### src/design/stepper_ramp_generator_core_assert.svh
// Assertion macros for the stepper ramp generator core.
// Expect clk and rst_n in scope at the point of use; no other dependencies.
`ifndef STEPPER_RAMP_GENERATOR_CORE_ASSERT_SVH
`define STEPPER_RAMP_GENERATOR_CORE_ASSERT_SVH

// Same-cycle implication, off during reset.
`define SRG_ASSERT_IMP(name, ante, cons, msg) \
  name: assert property (@(posedge clk) disable iff (!rst_n) (ante) |-> (cons)) \
    else $error(msg);

// Next-cycle implication, off during reset.
`define SRG_ASSERT_NXT(name, ante, cons, msg) \
  name: assert property (@(posedge clk) disable iff (!rst_n) (ante) |=> (cons)) \
    else $error(msg);

`endif

### src/design/srg_pkg.sv
// Shared types and constants for the stepper ramp generator core.
// No dependencies.
`timescale 1ns / 1ps
`default_nettype none

package srg_pkg;

  localparam int OP_W    = 2;
  localparam int VALUE_W = 32;
  localparam int SA_W    = 48;   // step_angle register width, also divider steps
  localparam int INC_W   = 23;   // accel_increment register width
  localparam int GOAL_W  = 24;   // stored target speed width
  localparam int PER_W   = 32;
  localparam int OPOS_W  = 32;
  localparam int CNT_W   = $clog2(SA_W);
  localparam int CFG_IDX_W = 1;

  localparam logic [OP_W-1:0] OP_TICK = 2'd0;
  localparam logic [OP_W-1:0] OP_RUN  = 2'd1;
  localparam logic [OP_W-1:0] OP_MOVE = 2'd2;

  localparam logic [CFG_IDX_W-1:0] REG_STEP_ANGLE = 1'd0;
  localparam logic [CFG_IDX_W-1:0] REG_ACCEL_INC  = 1'd1;

  localparam logic [SA_W-1:0]  STEP_ANGLE_RST = 48'd73728000;
  localparam logic [INC_W-1:0] ACCEL_INC_RST  = 23'd3108;

  localparam logic signed [VALUE_W-1:0] GOAL_MAX = 32'sd8388607;
  localparam logic signed [VALUE_W-1:0] GOAL_MIN = -32'sd8388608;

  localparam logic [PER_W-1:0] PERIOD_FLOOR_SPEED = 32'd30;
  localparam logic [PER_W-1:0] PERIOD_FLOOR_DIST  = 32'd25;
  localparam logic [PER_W-1:0] PERIOD_MAX         = 32'hFFFF_FFFF;

  // Distance-mode speed used in place of zero is 1/MIN_SPEED_DIV of unity, rounded to nearest
  localparam longint MIN_SPEED_DIV = 1000;

  // How the reported period is formed
  localparam logic [1:0] PK_NONE = 2'd0;
  localparam logic [1:0] PK_MAX  = 2'd1;
  localparam logic [1:0] PK_DIV  = 2'd2;

  typedef struct packed {
    logic [OP_W-1:0]           operation;
    logic signed [VALUE_W-1:0] value;
  } srg_in_t;

  typedef struct packed {
    logic                     stepped;
    logic                     step_level;
    logic                     direction;
    logic [PER_W-1:0]         period_us;
    logic signed [OPOS_W-1:0] position;
  } srg_out_t;

endpackage

`default_nettype wire

### src/design/stepper_ramp_generator_core.sv
// Stepper ramp generator: an accepted request goes from the idle state to the done
// state, or through the divide state first for a step that needs a period.
// No new request is taken until its result is loaded into the output register;
// the period comes from a 48-step restoring divider, one quotient bit per cycle.
// A result held off by out_ready stalls the next request until it is taken.
// Reset (synchronous, rst_n low) restores registers and motion state at once.
`timescale 1ns / 1ps
`default_nettype none
`include "stepper_ramp_generator_core_assert.svh"

module stepper_ramp_generator_core #(
  parameter int SPEED_FRAC_BITS = 16,
  parameter int POSITION_WIDTH  = 32
) (
  input  wire                          clk,
  input  wire                          rst_n,
  input  wire                          in_valid,
  output logic                         in_ready,
  input  srg_pkg::srg_in_t             in_data,
  output logic                         out_valid,
  input  wire                          out_ready,
  output srg_pkg::srg_out_t            out_data,
  input  wire                          cfg_we,
  input  wire [srg_pkg::CFG_IDX_W-1:0] cfg_index,
  input  wire [srg_pkg::SA_W-1:0]      cfg_data
);

  import srg_pkg::*;

  localparam int SPD_W = (SPEED_FRAC_BITS + 2 > GOAL_W) ? SPEED_FRAC_BITS + 2 : GOAL_W;
  localparam int SUM_W = SPD_W + 1;
  localparam int PW    = POSITION_WIDTH;
  localparam int DW    = POSITION_WIDTH + 1;

  localparam longint LIMIT_INT = 64'sd3 <<< (SPEED_FRAC_BITS - 1);
  localparam longint MINQ_INT  = ((64'sd1 <<< SPEED_FRAC_BITS) + MIN_SPEED_DIV / 2)
                                 / MIN_SPEED_DIV;
  localparam longint MINQ_SAFE = (MINQ_INT > 0) ? MINQ_INT : 64'sd1;

  localparam logic signed [SUM_W-1:0] SPEED_LIMIT = SUM_W'(LIMIT_INT);
  localparam logic signed [SUM_W-1:0] SPEED_MINQ  = SUM_W'(MINQ_SAFE);
  localparam logic [CNT_W-1:0]        DIV_LAST    = CNT_W'(SA_W - 1);

  localparam logic [1:0] ST_IDLE = 2'd0;
  localparam logic [1:0] ST_DIV  = 2'd1;
  localparam logic [1:0] ST_DONE = 2'd2;

  logic [1:0]              state_r, state_nxt;
  logic [SA_W-1:0]         step_angle_r, step_angle_nxt;
  logic [INC_W-1:0]        accel_r, accel_nxt;
  logic                    dist_mode_r, dist_mode_nxt;
  logic [SPD_W-1:0]        speed_r, speed_nxt;
  logic [GOAL_W-1:0]       goal_r, goal_nxt;
  logic [PW-1:0]           pos_r, pos_nxt;
  logic [PW-1:0]           start_r, start_nxt;
  logic [PW-1:0]           end_r, end_nxt;
  logic [PW-2:0]           ramp_r, ramp_nxt;
  logic                    pulse_r, pulse_nxt;
  logic                    res_step_r, res_step_nxt;
  logic                    res_dir_r, res_dir_nxt;
  logic [1:0]              res_kind_r, res_kind_nxt;
  logic                    res_dist_r, res_dist_nxt;
  logic [SA_W-1:0]         quot_r, quot_nxt;
  logic [SPD_W-1:0]        rem_r, rem_nxt;
  logic [SPD_W-1:0]        mag_r, mag_nxt;
  logic [CNT_W-1:0]        cnt_r, cnt_nxt;
  logic                    out_valid_r, out_valid_nxt;
  srg_out_t                out_data_r, out_data_nxt;

  logic                    in_accept;
  logic signed [SUM_W-1:0] speed_x, goal_x, inc_x, up_x, dn_x, nx_s, nx_d, nx;
  logic [SUM_W-1:0]        nx_mag;
  logic signed [DW-1:0]    pos_x, start_x, end_x, d_start, d_end, d_move;
  logic [DW-1:0]           done_mag, rest_mag, move_mag, ramp_x;
  logic [PW+VALUE_W-1:0]   tgt_ext;
  logic [PW-1:0]           tgt;
  logic                    dir_s, dir_d;
  logic [SPD_W:0]          div_shift, div_trial;
  logic [OPOS_W+PW-1:0]    pos_out_ext;
  logic [PER_W-1:0]        period_c, floor_c;

  assign in_ready  = (state_r == ST_IDLE);
  assign in_accept = in_valid && in_ready;
  assign out_valid = out_valid_r;
  assign out_data  = out_data_r;

  // Speed, position and target arithmetic for one request
  always_comb begin
    speed_x = $signed({speed_r[SPD_W-1], speed_r});
    goal_x  = $signed({{(SUM_W-GOAL_W){goal_r[GOAL_W-1]}}, goal_r});
    inc_x   = $signed({{(SUM_W-INC_W){1'b0}}, accel_r});
    up_x    = speed_x + inc_x;
    dn_x    = speed_x - inc_x;

    if (speed_x < goal_x) begin
      nx_s = (up_x > goal_x) ? goal_x : up_x;
    end else if (speed_x > goal_x) begin
      nx_s = (dn_x < goal_x) ? goal_x : dn_x;
    end else begin
      nx_s = speed_x;
    end
    dir_s = nx_s[SUM_W-1];

    pos_x    = $signed({pos_r[PW-1], pos_r});
    start_x  = $signed({start_r[PW-1], start_r});
    end_x    = $signed({end_r[PW-1], end_r});
    d_start  = start_x - pos_x;
    d_end    = end_x - pos_x;
    done_mag = d_start[DW-1] ? (~d_start + 1'b1) : d_start;
    rest_mag = d_end[DW-1] ? (~d_end + 1'b1) : d_end;
    ramp_x   = {2'b00, ramp_r};

    // accelerate over the first quarter, brake over the last
    if (done_mag < ramp_x) begin
      nx_d = up_x;
    end else if (rest_mag < ramp_x) begin
      nx_d = dn_x;
    end else begin
      nx_d = speed_x;
    end
    if (nx_d > SPEED_LIMIT) begin
      nx_d = SPEED_LIMIT;
    end
    if (nx_d < -SPEED_LIMIT) begin
      nx_d = -SPEED_LIMIT;
    end
    if (nx_d == '0) begin
      nx_d = SPEED_MINQ;
    end
    dir_d = !d_end[DW-1] && (d_end != '0);

    nx     = dist_mode_r ? nx_d : nx_s;
    nx_mag = nx[SUM_W-1] ? (~nx + 1'b1) : nx;

    tgt_ext  = {{PW{in_data.value[VALUE_W-1]}}, in_data.value};
    tgt      = tgt_ext[PW-1:0];
    d_move   = $signed({tgt[PW-1], tgt}) - pos_x;
    move_mag = d_move[DW-1] ? (~d_move + 1'b1) : d_move;

    div_shift = {rem_r, quot_r[SA_W-1]};
    div_trial = div_shift - {1'b0, mag_r};

    floor_c = res_dist_r ? PERIOD_FLOOR_DIST : PERIOD_FLOOR_SPEED;
    if (quot_r[SA_W-1:PER_W] != '0) begin
      period_c = PERIOD_MAX;
    end else if (quot_r[PER_W-1:0] < floor_c) begin
      period_c = floor_c;
    end else begin
      period_c = quot_r[PER_W-1:0];
    end

    pos_out_ext = {{OPOS_W{pos_r[PW-1]}}, pos_r};
  end

  // Sequencer, divider and output register
  always_comb begin
    state_nxt      = state_r;
    step_angle_nxt = step_angle_r;
    accel_nxt      = accel_r;
    dist_mode_nxt  = dist_mode_r;
    speed_nxt      = speed_r;
    goal_nxt       = goal_r;
    pos_nxt        = pos_r;
    start_nxt      = start_r;
    end_nxt        = end_r;
    ramp_nxt       = ramp_r;
    pulse_nxt      = pulse_r;
    res_step_nxt   = res_step_r;
    res_dir_nxt    = res_dir_r;
    res_kind_nxt   = res_kind_r;
    res_dist_nxt   = res_dist_r;
    quot_nxt       = quot_r;
    rem_nxt        = rem_r;
    mag_nxt        = mag_r;
    cnt_nxt        = cnt_r;
    out_valid_nxt  = out_valid_r;
    out_data_nxt   = out_data_r;

    if (cfg_we) begin
      unique case (cfg_index)
        REG_STEP_ANGLE: step_angle_nxt = cfg_data;
        REG_ACCEL_INC:  accel_nxt      = cfg_data[INC_W-1:0];
        default:        step_angle_nxt = step_angle_r;
      endcase
    end

    // drop the result once taken
    if (out_valid_r && out_ready) begin
      out_valid_nxt = 1'b0;
    end

    unique case (state_r)
      ST_IDLE: begin
        if (in_accept) begin
          res_step_nxt = 1'b0;
          res_dir_nxt  = 1'b0;
          res_kind_nxt = PK_NONE;
          res_dist_nxt = dist_mode_r;
          state_nxt    = ST_DONE;
          case (in_data.operation)
            OP_RUN: begin
              if (in_data.value > GOAL_MAX) begin
                goal_nxt = GOAL_MAX[GOAL_W-1:0];
              end else if (in_data.value < GOAL_MIN) begin
                goal_nxt = GOAL_MIN[GOAL_W-1:0];
              end else begin
                goal_nxt = in_data.value[GOAL_W-1:0];
              end
              dist_mode_nxt = 1'b0;
            end
            OP_MOVE: begin
              start_nxt     = pos_r;
              end_nxt       = tgt;
              ramp_nxt      = move_mag[DW-1:2];
              dist_mode_nxt = 1'b1;
            end
            OP_TICK: begin
              // at the target in distance mode: no step
              if (!dist_mode_r || rest_mag != '0) begin
                speed_nxt    = nx[SPD_W-1:0];
                res_step_nxt = 1'b1;
                res_dir_nxt  = dist_mode_r ? dir_d : dir_s;
                pulse_nxt    = !pulse_r;
                if (dist_mode_r ? dir_d : !dir_s) begin
                  pos_nxt = pos_r + 1'b1;
                end else begin
                  pos_nxt = pos_r - 1'b1;
                end
                if (nx_mag == '0) begin
                  res_kind_nxt = PK_MAX;
                end else begin
                  res_kind_nxt = PK_DIV;
                  quot_nxt     = step_angle_r;
                  rem_nxt      = '0;
                  mag_nxt      = nx_mag[SPD_W-1:0];
                  cnt_nxt      = '0;
                  state_nxt    = ST_DIV;
                end
              end
            end
            default: state_nxt = ST_DONE;
          endcase
        end
      end
      ST_DIV: begin
        // one quotient bit per cycle, dividend shifts out as quotient shifts in
        quot_nxt = {quot_r[SA_W-2:0], !div_trial[SPD_W]};
        rem_nxt  = div_trial[SPD_W] ? div_shift[SPD_W-1:0] : div_trial[SPD_W-1:0];
        cnt_nxt  = cnt_r + 1'b1;
        if (cnt_r == DIV_LAST) begin
          state_nxt = ST_DONE;
        end
      end
      ST_DONE: begin
        if (!out_valid_r || out_ready) begin
          out_valid_nxt           = 1'b1;
          out_data_nxt.stepped    = res_step_r;
          out_data_nxt.step_level = pulse_r;
          out_data_nxt.direction  = res_dir_r;
          out_data_nxt.position   = $signed(pos_out_ext[OPOS_W-1:0]);
          case (res_kind_r)
            PK_MAX:  out_data_nxt.period_us = PERIOD_MAX;
            PK_DIV:  out_data_nxt.period_us = period_c;
            default: out_data_nxt.period_us = '0;
          endcase
          state_nxt = ST_IDLE;
        end
      end
      default: state_nxt = ST_IDLE;
    endcase
  end

  always_ff @(posedge clk) begin
    if (!rst_n) begin
      state_r      <= ST_IDLE;
      step_angle_r <= STEP_ANGLE_RST;
      accel_r      <= ACCEL_INC_RST;
      dist_mode_r  <= 1'b0;
      speed_r      <= '0;
      goal_r       <= '0;
      pos_r        <= '0;
      start_r      <= '0;
      end_r        <= '0;
      ramp_r       <= '0;
      pulse_r      <= 1'b0;
      out_valid_r  <= 1'b0;
    end else begin
      state_r      <= state_nxt;
      step_angle_r <= step_angle_nxt;
      accel_r      <= accel_nxt;
      dist_mode_r  <= dist_mode_nxt;
      speed_r      <= speed_nxt;
      goal_r       <= goal_nxt;
      pos_r        <= pos_nxt;
      start_r      <= start_nxt;
      end_r        <= end_nxt;
      ramp_r       <= ramp_nxt;
      pulse_r      <= pulse_nxt;
      out_valid_r  <= out_valid_nxt;
    end
  end

  always_ff @(posedge clk) begin
    res_step_r <= res_step_nxt;
    res_dir_r  <= res_dir_nxt;
    res_kind_r <= res_kind_nxt;
    res_dist_r <= res_dist_nxt;
    quot_r     <= quot_nxt;
    rem_r      <= rem_nxt;
    mag_r      <= mag_nxt;
    cnt_r      <= cnt_nxt;
    out_data_r <= out_data_nxt;
  end

  `SRG_ASSERT_IMP(a_div_nonzero, state_r == ST_DIV, mag_r != '0, "divide by zero speed")
  `SRG_ASSERT_IMP(a_out_from_done, $rose(out_valid_r), $past(state_r == ST_DONE),
                  "result loaded outside done state")
  `SRG_ASSERT_NXT(a_speed_tick_toggles,
                  in_accept && (in_data.operation == OP_TICK) && !dist_mode_r,
                  pulse_r != $past(pulse_r), "speed-mode tick did not step")

endmodule

`default_nettype wire
### config.mk
export PLATFORM = sky130hd
export DESIGN_NAME = stepper_ramp_generator_core
export DESIGN_NICKNAME = d
export VERILOG_FILES = /design/src/design/srg_pkg.sv /design/src/design/stepper_ramp_generator_core.sv
export VERILOG_INCLUDE_DIRS = /design/src /design/src/design
export SDC_FILE = /design/constraint.sdc
export NUM_CORES = 2
export LEC_CHECK = 0
export BUFFER_PORTS_ARGS = -buffer_cell sky130_fd_sc_hd__buf_2
export CORE_ASPECT_RATIO = 0.9
export CORE_UTILIZATION = 35
export CTS_CLUSTER_DIAMETER = 50
export DETAILED_ROUTE_END_ITERATION = 12
export SETUP_SLACK_MARGIN = 0.2
export SLEW_MARGIN = 10
export SYNTH_ARGS = -nofsm -noshare
export SYNTH_HDL_FRONTEND = slang
export SYNTH_SLANG_ARGS = --single-unit
export TNS_END_PERCENT = 10
### constraint.sdc
create_clock -name clk -period 16.87 [get_ports clk]
set_input_delay 1.687 -clock clk [delete_from_list [all_inputs] [get_ports clk]]
set_output_delay 1.687 -clock clk [all_outputs]
set_load 0.05 [all_outputs]
==> key figures <==
GRT
  • Routing usage on met2: 33.41%
  • Top Usage Layer GRT: met1
  • Global-route wire length before repair: 175500 um
  • Met1 usage: 33.77%
  • Largest net degree at the start of global routing: 104
  • Grt total ovfl: 0
  • GRT Total Usage: 22.86%
  • Initial antenna violation count: 3
  • Vias in the first global route: 29106
  • M3 GR Usage: 4.374%

Pwr
  • Switching pwr: 4.848 mW
  • Logic pwr share: 70.7%
  • Clock power frac: 15.5%
  • Internal: 4.607 mW
  • VDD IR-drop max: 0.0001728 V
  • P_leak: 16.08 nW
  • PwrDens: 245.4 mW/mm2
  • Switching share of power: 51.28%
  • Reg power frac: 13.8%

Logic synthesis
  • Synth Warn #: 0
  • Syn Area/Cell: 8.047 um2
  • Post-Synthesis Cells: 4234
  • Number of synthesized register bits: 425
  • Yosys cell types: 115
  • Mapped Nets: 4671
  • Post-Synthesis Cell Area: 0.03407 mm2
  • Ys flop type: dfxtp_1
  • EDFF count, synth: 174
  • Register area share after synthesis: 30.08%
  • Async SR Flop Fraction: 0%

Clock tree
  • TritonCTS clock tree: done
  • PostCTS Resize Cnt: 0
  • Clock root buffer: clkbuf_16
  • Hold buffer count at cts: 0
  • H-tree Lvls: 3
  • Clk pin slew, worst setup/hold paths: 60 ps
  • Sink Count: 425
  • Post CTS Setup Buffer Count: 0
  • Max Buffers Root-to-Sink: 3
  • Clock latency on the worst-skew pair: 630 ps
  • CTS buffer count: 70

Worst setup path
  • Slowest stage delay, CP: 800 ps
  • Crit path max fanout: 78
  • R2r startpoint: pos_r[1]$_SDFFE_PN0P_
  • Reg2Reg Depth: 45
  • Worst path depth: 45
  • Critical path launch point type: register
  • Reg2reg end: quot_r[20]$_DFFE_PP_
  • Worst Setup SP: pos_r[1]$_SDFFE_PN0P_
  • CP bufs+invs: 4
  • Crit path capture: quot_r[20]$_DFFE_PP_
  • CP required: 17110 ps
  • Nature of the critical path endpoint: register
  • Worst path most repeated cell: ha_1
  • Kind of critical path: register to register
  • CP Data Arrival Time: 13410 ps
  • Slowest library cell on the worst path: buf_4
  • CP delay by family, top: compound AO/OA/AOI/OAI gates
  • Setup slack, reg-to-reg: 3690 ps

Detailed routing
  • Total routed wirelength: 115400 um
  • Initial drt markers: 2752
  • Wirelength per Cell: 20.45 um
  • Antenna-violating nets left: 0
  • Routed vias: 31587
  • Via/cell ratio: 5.601
  • Drc violations: 0
  • First-pass detailed-route iteration total: 7

Placement
  • Port Buffers: 156
  • DP HPWL: 87960 um
  • Gp weighted congestion: 0.9828
  • Placed inst area: 0.03613 mm2

Hold path
  • Worst min path class: register to register

Cells and area
  • Core Util, Final: 39.94%
  • Multi-input logic area: 0.02218 mm2
  • Commonest non-fill, non-tap cells in the layout: 654 x nand2_1, 395 x a21oi_1, 366 x nor2_1
  • Final nets: 4754
  • Reg area: 0.01025 mm2
  • Fillers: 9975
  • Most common cell after layout, fill and taps aside: nand2_1
  • Layout cells sized above 1: 9.488%
  • Area grow syn2layout: 13.10%
  • Finished Cell Area: 0.03853 mm2

STA
  • Period minus WS final: 13180 ps
  • Max-slew violations: 0
  • # setup viols final: 0
  • WHS: 415.4 ps
  • Max_slew headroom: 28.21%
  • RSZ-0062 raised after global routing: no
  • Hold Fails Final Rpt: 0
  • Peak Freq: 75.90 MHz
  • Worst-margin pin slew: 1063 ps
  • Tcrit/Tclk final: 78.10%
  • Setup TNS: 0 ps
  • Clk_skew: 36.69 ps

Job
  • Max Cap Viol: 0

Die
  • Die span in y: 298.0 um
  • Die area: 0.09860 mm2
  • Number of cell rows: 108
  • Core area: 0.09648 mm2
  • Top Ports: 157
  • Initial Util: 35.31%
  • Width of the die: 330.9 um

Run status
  • Status: complete, no violations
==> cell type report <==
cell class | instances | share of cell area, %
multi-input cells | 3359 | 57.56
flip-flops and latches | 425 | 26.60
clock buffers | 88 | 4.880
well taps | 1265 | 4.107
repair buffers | 205 | 2.981
inverters | 256 | 2.513
clock inverters | 41 | 1.357
diodes | 1 | 0.006494
==> stage by stage <==
stage	instances	worst slack, ps	power, mW
CTS	5639	3891	9.313
global route	5640	2641	10.13
floorplan	4234	2373	6.277
finish	5640	3695	9.455
global placement	5510	4218	7.805
detailed placement	5510	3899	7.804
==> registers in the layout, summed over array words and instances, names as in the netlist, 31 cells and up <==
| name | count |
|---|---|
| end_r | 32 |
| out_data | 67 |
| pos_r | 32 |
| quot_r | 48 |
| ramp_r | 31 |
| start_r | 32 |
| step_angle_r | 48 |
==> power groups by stage <==
stage          combinational, mW  sequential [mW]  clock (mW)
2_1_floorplan               4.95             1.33           0
6_report                    6.69             1.30        1.47
3_3_place_gp                6.49             1.32           0
5_1_grt                     7.29             1.31        1.54
3_5_place_dp                6.49             1.32           0
4_1_cts                     6.53             1.30        1.49
==> cells by family after synthesis <==
family	count (synthesis)	synth area share (%)
simple gates	1512	20.36
mux	90	2.706
buf+inv	450	5.178
fa+ha+maj	349	12.97
xor+xnor	243	6.247
compound gates	1165	22.46
flops	425	30.08
==> cell usage after synthesis (45+ instances only) <==
library cell,instances,area share (%)
nand2_1,656,7.2
ha_1,342,13
mux2i_1,76,2.2
nor2_1,366,4.0
clkbuf_1,151,1.7
dfxtp_1,251,15
o21ai_0,194,2.8
xor2_1,96,2.5
nor3_1,77,1.1
a211oi_1,60,1.3
a21o_1,87,1.9
edfxtp_1,174,15
inv_1,254,2.8
a21oi_1,395,5.8
nand3_1,82,1.2
o21a_1,45,0.99
xnor2_1,147,3.8
==> worst min path at each step <==
stage,endpoint,start,slack (ps),depth (start not counted)
after floorplan,out_data[64]$_DFFE_PP_,res_dir_r$_SDFFCE_PN0P_,400,0
after global placement,out_data[66]$_DFFE_PP_,res_step_r$_SDFFCE_PN0P_,410,0
after detailed placement,out_data[66]$_DFFE_PP_,res_step_r$_SDFFCE_PN0P_,410,0
after CTS,out_data[66]$_DFFE_PP_,res_step_r$_SDFFCE_PN0P_,420,0
after global routing,out_data[66]$_DFFE_PP_,res_step_r$_SDFFCE_PN0P_,420,0
final,out_data[66]$_DFFE_PP_,res_step_r$_SDFFCE_PN0P_,420,0
==> per-layer routing <==
metal  wire [um]  vias to the layer above
met5           0                        -
met4        3026                        0
met3        8519                      185
met2       47980                     1071
met1       55840                    14939
li1            -                    15392
No activity file was read; power rests on OpenSTA's default activity.
